**src/lqs_pkg.sv**
```systemverilog
`timescale 1ns / 1ps

package lqs_pkg;

    // Command codes
    localparam logic [2:0] CMD_ENQUEUE  = 3'd0;
    localparam logic [2:0] CMD_DEQUEUE  = 3'd1;
    localparam logic [2:0] CMD_SEARCH   = 3'd2;
    localparam logic [2:0] CMD_RETRIEVE = 3'd3;
    localparam logic [2:0] CMD_CLEAR    = 3'd4;

    // Status codes
    localparam logic [2:0] ST_OK        = 3'd0;
    localparam logic [2:0] ST_OVERFLOW  = 3'd1;
    localparam logic [2:0] ST_UNDERFLOW = 3'd2;
    localparam logic [2:0] ST_EMPTY     = 3'd3;
    localparam logic [2:0] ST_BOUNDS    = 3'd4;

    // Slot index as carried along the chain; the position field fixes 8 bits
    localparam int IDX_W = 8;
    typedef logic [IDX_W-1:0] t_idx;

    typedef struct packed {
        logic [2:0]         cmd;
        logic signed [31:0] data_in;
        logic signed [31:0] search_key;
        logic [7:0]         position;
    } t_in_item;

    typedef struct packed {
        logic [2:0]         status;
        logic               found;
        logic signed [31:0] read_data;
        logic               is_empty;
    } t_out_item;

    // Probe that walks the cell chain for search and retrieve
    typedef struct packed {
        logic               valid;
        logic               is_search;
        logic               hit;
        logic signed [31:0] key;
        logic signed [31:0] data;
        t_idx               slot;
        t_idx               head;
        t_idx               fill;
    } t_probe;

    // Write bundle broadcast to all cells
    typedef struct packed {
        logic               en;
        t_idx               idx;
        logic signed [31:0] data;
    } t_wr;

endpackage

```
**src/linear_array_queue_with_search_top.sv**
```systemverilog
`timescale 1ns / 1ps

// Channel   Direction  Signals
// input     in         i_in_valid / o_in_ready, i_in_item (lqs_pkg::t_in_item)
// output    out        o_out_valid / i_out_ready, o_out_item (lqs_pkg::t_out_item)
//
// Enqueue, dequeue, clear, unknown and failing commands send no probe; their
// result is registered in the cycle after accept. Search and retrieve send a
// probe down the row of DEPTH cells, one cell per cycle, to a pending register.
// One item is in work at a time; the output register lets the next item in
// while a result is being taken.
// Synchronous active-low reset clears head, fill and handshake state; the
// entry cells are not cleared.
// A stalled search or retrieve result waits in a holding register until the output side is free.

module linear_array_queue_with_search_top #(
    parameter int DEPTH = 16
) (
    input  logic               i_clk,
    input  logic               i_rst_n,
    input  logic               i_in_valid,
    output logic               o_in_ready,
    input  lqs_pkg::t_in_item  i_in_item,
    output logic               o_out_valid,
    input  logic               i_out_ready,
    output lqs_pkg::t_out_item o_out_item
);

    localparam int IW = $clog2(DEPTH + 1);
    localparam logic [IW-1:0] FULL_CNT = IW'(DEPTH);

    localparam logic [1:0] S_IDLE = 2'd0;
    localparam logic [1:0] S_BUSY = 2'd1;
    localparam logic [1:0] S_DONE = 2'd2;

    logic [1:0]         r_state, n_state;
    logic [IW-1:0]      r_head, n_head;
    logic [IW-1:0]      r_fill, n_fill;
    lqs_pkg::t_probe    r_launch, n_launch;
    logic               r_out_valid, n_out_valid;
    lqs_pkg::t_out_item r_out, n_out;
    lqs_pkg::t_out_item r_pend, n_pend;
    lqs_pkg::t_wr       w_wr;

    lqs_pkg::t_probe    probes [DEPTH+1];

    logic               accept;
    logic               empty;
    logic [IW-1:0]      live_cnt;
    lqs_pkg::t_out_item res;

    assign o_in_ready = (r_state == S_IDLE) && (!r_out_valid || i_out_ready);
    assign accept     = i_in_valid && o_in_ready;
    assign empty      = (r_head >= r_fill);
    assign live_cnt   = empty ? '0 : (r_fill - r_head);

    // Command decode and sequencing
    always_comb begin
        n_state       = r_state;
        n_head        = r_head;
        n_fill        = r_fill;
        n_launch      = r_launch;
        n_launch.valid = 1'b0;
        n_out_valid   = r_out_valid;
        n_out         = r_out;
        n_pend        = r_pend;
        w_wr.en       = 1'b0;
        w_wr.idx      = lqs_pkg::t_idx'(r_fill);
        w_wr.data     = i_in_item.data_in;
        res           = '0;

        if (r_out_valid && i_out_ready) begin
            n_out_valid = 1'b0;
        end

        unique case (r_state)
            S_IDLE: begin
                if (accept) begin
                    unique case (i_in_item.cmd)
                        lqs_pkg::CMD_ENQUEUE: begin
                            if (r_fill == FULL_CNT) begin
                                res.status = lqs_pkg::ST_OVERFLOW;
                            end else begin
                                w_wr.en = 1'b1;
                                n_fill  = r_fill + 1'b1;
                            end
                        end
                        lqs_pkg::CMD_DEQUEUE: begin
                            if (empty) begin
                                res.status = lqs_pkg::ST_UNDERFLOW;
                            end else begin
                                n_head = r_head + 1'b1;
                            end
                        end
                        lqs_pkg::CMD_SEARCH: begin
                            if (empty) begin
                                res.status = lqs_pkg::ST_EMPTY;
                            end else begin
                                n_launch.valid     = 1'b1;
                                n_launch.is_search = 1'b1;
                                n_state            = S_BUSY;
                            end
                        end
                        lqs_pkg::CMD_RETRIEVE: begin
                            if ((i_in_item.position == 8'd0) ||
                                (i_in_item.position > lqs_pkg::t_idx'(live_cnt))) begin
                                res.status = lqs_pkg::ST_BOUNDS;
                            end else begin
                                n_launch.valid     = 1'b1;
                                n_launch.is_search = 1'b0;
                                n_state            = S_BUSY;
                            end
                        end
                        lqs_pkg::CMD_CLEAR: begin
                            if (!empty) begin
                                n_head = r_fill;
                            end
                        end
                        default: begin
                        end
                    endcase

                    n_launch.hit  = 1'b0;
                    n_launch.key  = i_in_item.search_key;
                    n_launch.data = '0;
                    n_launch.slot = lqs_pkg::t_idx'(r_head) + i_in_item.position - 8'd1;
                    n_launch.head = lqs_pkg::t_idx'(r_head);
                    n_launch.fill = lqs_pkg::t_idx'(r_fill);

                    res.is_empty = (n_head >= n_fill);
                    if (!n_launch.valid) begin
                        n_out       = res;
                        n_out_valid = 1'b1;
                    end
                end
            end
            S_BUSY: begin
                // Probe leaves the last cell
                if (probes[DEPTH].valid) begin
                    n_pend.status    = lqs_pkg::ST_OK;
                    n_pend.found     = probes[DEPTH].hit;
                    n_pend.read_data = probes[DEPTH].is_search ? '0 : probes[DEPTH].data;
                    n_pend.is_empty  = empty;
                    n_state          = S_DONE;
                end
            end
            S_DONE: begin
                if (!r_out_valid || i_out_ready) begin
                    n_out       = r_pend;
                    n_out_valid = 1'b1;
                    n_state     = S_IDLE;
                end
            end
            default: begin
                n_state = S_IDLE;
            end
        endcase
    end

    // Control and payload registers
    always_ff @(posedge i_clk) begin
        if (!i_rst_n) begin
            r_state        <= S_IDLE;
            r_head         <= '0;
            r_fill         <= '0;
            r_launch.valid <= 1'b0;
            r_out_valid    <= 1'b0;
        end else begin
            r_state     <= n_state;
            r_head      <= n_head;
            r_fill      <= n_fill;
            r_launch    <= n_launch;
            r_out_valid <= n_out_valid;
        end
    end

    always_ff @(posedge i_clk) begin
        r_out  <= n_out;
        r_pend <= n_pend;
    end

    // Row of entry cells
    assign probes[0] = r_launch;

    for (genvar g = 0; g < DEPTH; g++) begin : g_cell
        lqs_cell #(
            .IDX(g)
        ) u_cell (
            .i_clk   (i_clk),
            .i_rst_n (i_rst_n),
            .i_wr    (w_wr),
            .i_probe (probes[g]),
            .o_probe (probes[g+1])
        );
    end

    assign o_out_valid = r_out_valid;
    assign o_out_item  = r_out;

endmodule

```
**src/lqs_cell.sv**
```systemverilog
`timescale 1ns / 1ps

module lqs_cell #(
    parameter int IDX = 0
) (
    input  logic            i_clk,
    input  logic            i_rst_n,
    input  lqs_pkg::t_wr    i_wr,
    input  lqs_pkg::t_probe i_probe,
    output lqs_pkg::t_probe o_probe
);

    localparam lqs_pkg::t_idx CELL_IDX = lqs_pkg::t_idx'(IDX);

    logic signed [31:0] r_entry;
    lqs_pkg::t_probe    r_probe;
    lqs_pkg::t_probe    n_probe;
    logic               live;

    // Cell is live when its slot lies in [head, fill)
    assign live = (CELL_IDX >= i_probe.head) && (CELL_IDX < i_probe.fill);

    // Probe update: flag a match, or pick up the addressed entry
    always_comb begin
        n_probe = i_probe;
        if (i_probe.valid) begin
            if (i_probe.is_search) begin
                if (live && (r_entry == i_probe.key)) begin
                    n_probe.hit = 1'b1;
                end
            end else if (i_probe.slot == CELL_IDX) begin
                n_probe.data = r_entry;
            end
        end
    end

    // Entry storage, no reset
    always_ff @(posedge i_clk) begin
        if (i_wr.en && (i_wr.idx == CELL_IDX)) begin
            r_entry <= i_wr.data;
        end
    end

    // Probe stage
    always_ff @(posedge i_clk) begin
        if (!i_rst_n) begin
            r_probe.valid <= 1'b0;
        end else begin
            r_probe <= n_probe;
        end
    end

    assign o_probe = r_probe;

endmodule

```
**config.mk**
```make
export PLATFORM = sky130hd
export DESIGN_NAME = linear_array_queue_with_search_top
export DESIGN_NICKNAME = d
export VERILOG_FILES = /design/src/lqs_pkg.sv /design/src/linear_array_queue_with_search_top.sv /design/src/lqs_cell.sv
export SDC_FILE = /design/constraint.sdc
export NUM_CORES = 2
export LEC_CHECK = 0
export ABC_AREA = 1
export BUFFER_PORTS_ARGS = -buffer_cell sky130_fd_sc_hd__buf_4
export CAP_MARGIN = 0
export CORE_MARGIN = 2
export CORE_UTILIZATION = 65
export DETAILED_ROUTE_END_ITERATION = 12
export PLACE_DENSITY = 0.84
export RECOVER_POWER = 25
export SYNTH_ARGS = -nofsm -noshare
export SYNTH_HDL_FRONTEND = slang
export SYNTH_HIERARCHICAL = 1
export SYNTH_SLANG_ARGS = --single-unit
```
**constraint.sdc**
```tcl
create_clock -name i_clk -period 9 [get_ports i_clk]
set_input_delay 0.9 -clock i_clk [delete_from_list [all_inputs] [get_ports i_clk]]
set_output_delay 0.9 -clock i_clk [all_outputs]
set_load 0.01 [all_outputs]
```
# Yosys cells after proc, flatten, opt, wreduce, memory -nomap -nowiden
# Index checks and enable logic that the tools add are counted.
dict set report word_totals {
  reg_bits 1958
  in_bits 79
  out_inout_bits 39
  wordCells 461
}
dict set report classes {
  addsub 5
  n_lt_le_gt_ge 35
  eq_ne 63
  mux 131
  bitwise_logic 2
  n_reduce_logical 68
}
# operator n
set ops {}
lappend ops {{$mux 32} 45}
lappend ops {{$eq 32x32->1} 16}
lappend ops {{$mux 37} 3}
lappend ops {{$pmux 37 s2} 1}
lappend ops {{$eq 8x4->1 const B} 8}
lappend ops {{$mux 1} 55}
lappend ops {{$logic_and 1x1->1} 51}
lappend ops {{$mux 5} 9}
lappend ops {{$eq 5x4->1 const B} 8}
lappend ops {{$ge 4x5->1 const A} 8}
lappend ops {{$lt 4x5->1 const A} 8}
lappend ops {{$eq 8x3->1 const B} 4}
lappend ops {{$logic_not 8->1} 3}
lappend ops {{$mux 2} 11}
lappend ops {{$eq 5x3->1 const B} 4}
lappend ops {{$ge 3x5->1 const A} 4}
lappend ops {{$lt 3x5->1 const A} 4}
lappend ops {{$eq 8x2->1 const B} 2}
lappend ops {{$pmux 3 s4} 1}
lappend ops {{$reduce_and 6->1} 2}
lappend ops {{$add 5x1->5 const B} 2}
lappend ops {{$eq 5x2->1 const B} 2}
lappend ops {{$ge 1x5->1 const A} 2}
lappend ops {{$ge 2x5->1 const A} 2}
lappend ops {{other kinds (36)} 49}

# Depth between registers and ports, before layout
dict set report depth {
  ltp_word 11
  depth_mapped 22
  mapped_depth_nobuf 22
}

# Cells and area by module
# The synthesis kept the hierarchy.
# mod instances cells_each area_per_inst_um2 seq_area_each_um2
set by_module_without_submodules {}
lappend by_module_without_submodules {linear_array_queue_with_search_top 1 536 6078.3 3943.8}
lappend by_module_without_submodules {{lqs_cell (g_cell[11].u_cell)} 1 388 4966.0 3683.5}
lappend by_module_without_submodules {{lqs_cell (g_cell[12].u_cell)} 1 380 4958.5 3683.5}
lappend by_module_without_submodules {{lqs_cell (g_cell[13].u_cell)} 1 381 4952.2 3683.5}
lappend by_module_without_submodules {{lqs_cell (g_cell[14].u_cell)} 1 377 4948.5 3683.5}
lappend by_module_without_submodules {{lqs_cell (g_cell[2].u_cell)} 1 415 4903.5 3683.5}
lappend by_module_without_submodules {{lqs_cell (g_cell[15].u_cell)} 1 358 4893.4 3683.5}
lappend by_module_without_submodules {{lqs_cell (g_cell[0].u_cell)} 1 406 4884.7 3683.5}
lappend by_module_without_submodules {{lqs_cell (g_cell[5].u_cell)} 1 409 4884.7 3683.5}
lappend by_module_without_submodules {{lqs_cell (g_cell[10].u_cell)} 1 411 4883.4 3683.5}
lappend by_module_without_submodules {{lqs_cell (g_cell[3].u_cell)} 1 410 4879.7 3683.5}
lappend by_module_without_submodules {{lqs_cell (g_cell[8].u_cell)} 1 407 4879.7 3683.5}
lappend by_module_without_submodules {{lqs_cell (g_cell[7].u_cell)} 1 340 4872.2 3683.5}
lappend by_module_without_submodules {{lqs_cell (g_cell[1].u_cell)} 1 399 4868.4 3683.5}
lappend by_module_without_submodules {{3 more rows} - - - -}

# Least setup slack after synthesis
# OpenSTA, ideal clock, no wires.
dict set report synth_path {
  kind {input-to-reg}
  startpoint {input i_out_ready}
  endpoint {register g_cell[0].u_cell.r_entry[0] (enable)}
  setup_time_ns 0.501
  arrival_time_ns 5.170
  required_ns 8.499
  slack_ns 3.328
  cell_stages 7
  n_path_buf 1
  cell_sequence {nor2_1 -> nor3_2 -> nand2_2 -> buf_6 -> nor2_1 -> nand2_1 -> nor4_1}
}
# element line_no
set synth_lines {}
lappend synth_lines {{from (decl)} linear_array_queue_with_search_top.sv:25} ;# input logic i_out_ready,
lappend synth_lines {{to (signal assigned)} lqs_cell.sv:40} ;# r_entry <= i_wr.data;
lappend synth_lines {{to (decl)} lqs_cell.sv:15} ;# logic signed [31:0] r_entry;

# Worst setup path after layout
dict set report layout_path {
  startpoint {register r_fill[0]}
  endpoint {register r_out, in the netlist o_out_item[15] (enable)}
}
dict set report layout_between {
  elab_chain_cells 10
  word_cells_on_any_way 12
  cone_classes {add/sub (1); order compare (2); eq/ne (1); mux (6); reduce/logical (2)}
}
# element line_no
set layout_lines {}
lappend layout_lines {{from (decl)} linear_array_queue_with_search_top.sv:38} ;# logic [IW-1:0] r_fill, n_fill;
lappend layout_lines {{from (signal assigned)} linear_array_queue_with_search_top.sv:171} ;# r_fill <= n_fill;
lappend layout_lines {{$sub 5x5->5 or $ge 5x5->1 (tied branches)} {linear_array_queue_with_search_top.sv:55, linear_array_queue_with_search_top.sv:54}}
lappend layout_lines {{$mux 5} linear_array_queue_with_search_top.sv:55} ;# assign live_cnt = empty ? '0 : (r_fill - r_head);
lappend layout_lines {{$gt 8x5->1} linear_array_queue_with_search_top.sv:106} ;# (i_in_item.position > lqs_pkg::t_idx'(live_cnt))) begin
lappend layout_lines {{$logic_or 1x1->1} linear_array_queue_with_search_top.sv:105} ;# if ((i_in_item.position == 8'd0) ||
lappend layout_lines {{$mux 2} linear_array_queue_with_search_top.sv:105}
lappend layout_lines {{$pmux 2 s2 *} linear_array_queue_with_search_top.sv:79} ;# unique case (i_in_item.cmd)
lappend layout_lines {{$mux 2 *} linear_array_queue_with_search_top.sv:78} ;# if (accept) begin
lappend layout_lines {{$mux 2 *} linear_array_queue_with_search_top.sv:76} ;# unique case (r_state)
lappend layout_lines {{$ne 2x2->1 (no line) *} -}
lappend layout_lines {{$reduce_and 4->1 (no line) *} -}
lappend layout_lines {{to (signal assigned)} linear_array_queue_with_search_top.sv:178} ;# r_out <= n_out;
lappend layout_lines {{to (decl)} linear_array_queue_with_search_top.sv:41} ;# lqs_pkg::t_out_item r_out, n_out;
# Mark *: on every way between the ends. The rest lies on a longest branch, timed or not. The select of a mux whose other input is x is not followed.
# A chain may end at the register's enable or synchronous reset.

==> results.ini <==
[sta]
fin_ws_ps = 4550
setup_viol = 0
final_max_slew_viol_count = 0
rsz0062_at_grt = false
relSlewSlack_pct = 13.0
tightest_slew_ps = 1310
max_clock_freq_ghz = 0.225
timing_hold_violations_final = 0
finClkSkew_ps = 31.3
finalCriticalPeriod_ps = 4450
fin_hold_ws_ps = 270
min_period_over_period_pct = 49.4
final.setup.tns_ps = 0

[min_path]
hold_class = input pin to register
min-delay-start = i_in_item[12]

[final_layout]
fillers = 7272
fin_area_mm2 = 0.0915
n_antenna_cell = 0
final_common_cell = edfxtp_1
fin_cells = 8838
layout_common_cells = edfxtp_1 (2,010), nand2_1 (1,696), inv_1 (1,227), nor2_1 (560), o21ai_0 (329)
area_growth_pct = 11.1
fin_util_pct = 72.8
fin_nets = 7135
drive_gt1_share_pct = 9.39

[global_route]
grt_max_degree = 220
antenna_found_initial = 1
grt_pass1_vias = 47400
track_usage_pct = 25.2
grt-ovfl-total = 0
grt_pass1_wl_um = 251000

[cts]
cts.clk_slew.worst_paths_ps = 60
ctsResizeCount = 0
clk_path_buf_depth = 3
h-tree-depth = 4
clock_sinks = 2040
cts_setup_buffers = 0
numCtsBuffers = 191
cts_hold_buf = 0
cts_root_buf = clkbuf_16
cts_tree = yes
worstSkewPairLatency_ps = 830

[floorplan]
start_util_pct = 65.5
num_io_pins = 118
rows = 130
die_x_um = 360
dieArea_mm2 = 0.130
die_height_um = 360
core_region_area_mm2 = 0.126

[critical_path]
end_kind = register
required_ps = 9450
start_kind = register
crit_start = r_fill[0]
path_class = register to register
cp_data_arrival_time_ps = 4900
worstPathMaxFanout = 37
timing.rr.start = r_fill[0]

[placed_design]
dp_worst_setup_slack_ps = 4640
post-place-cells = 8480
postPlaceCellArea_mm2 = 0.0853
port_buffers = 117
dp_hpwl_um = 109000
gp_congestion = 1.09

[synth]
syn-instance-count = 6683
yosysWarningCount = 6
synth_area_mm2 = 0.0824
avgSynthCellArea_um2 = 12.3

[power_and_ir_drop]
fin_total_pwr_mw = 20.0
cellPowerDensity_mw_per_mm2 = 218
vdd_drop_max_mv = 0.218
cellLeakagePower_nw = 36.9

[route]
post_drt_wl_per_cell_um = 18.3
ant_nets = 0
via_count = 46900
totalWireLength_um = 162000
drt_iter0_drc = 4608
drc = 0
viasPerCell = 5.31
first_pass_iters = 10

[outcome]
status = complete, no violations

[job]
drv_cap = 0

-- report_power, final --
part	total (mW)	switching [mW]	leakage [nW]	internal, mW
Sequential	11.1	0.213	19.5	10.9
Clock	8.05	3.39	3.07	4.65
Combinational	0.793	0.545	14.3	0.248
-- critical path, stage by stage, from the launching register on --
cell and delay, ps:
dfxtp_1 1020, inv_1 320, ha_1 290, inv_1 120
fa_1 230, a21oi_1 80, o21bai_1 150, or2_2 130
nand3_1 100, ha_1 300, nand2_1 50, nor2_1 130
nand2_1 70, nand2_1 50, nand2_1 60, nand3_1 110
nand2_4 70, nand2_2 70, nand2_2 70, nor2_4 80
buf_4 470
-- routing by layer --
metal	vias to the layer above	track usage [%]	wire [um]
li1	22500	-	-
met1	22200	29.4	60200
met2	1747	45.1	84000
met3	434	3.32	8660
met4	0	14.2	9040
met5	-	0	0
-- state kept, by name, summed over array words and instances (netlist names) --
register and count:
g_cell.u_cell/o_probe 1392, probes 52, g_cell.u_cell/r_entry 512, o_out_item 37, r_state 2, r_fill 5, r_head 5, o_out_valid 1
r_pend 34
-- path summary, 6_finish.rpt --
check | endpoint | cells after the start | slack, ps
worst max-delay path | o_out_item[15] | 20 | 4550
worst min-delay path | probes[1516] | 1 | 270
worst max register to register | o_out_item[15] | 20 | 4550
worst min register to register | g_cell[1].u_cell/o_probe[8] | 0 | 410
-- layout make-up --
cell class	count	area [um2]	area share [%]
clock buffers	245	5120	5.59
clock inverters	113	1170	1.28
inverters	1237	4650	5.08
multi-input cells	3394	16400	17.9
well taps	1650	2060	2.26
repair buffers	159	1150	1.26
flip-flops and latches	2040	61000	66.6
(Power assumes the default switching activity.)
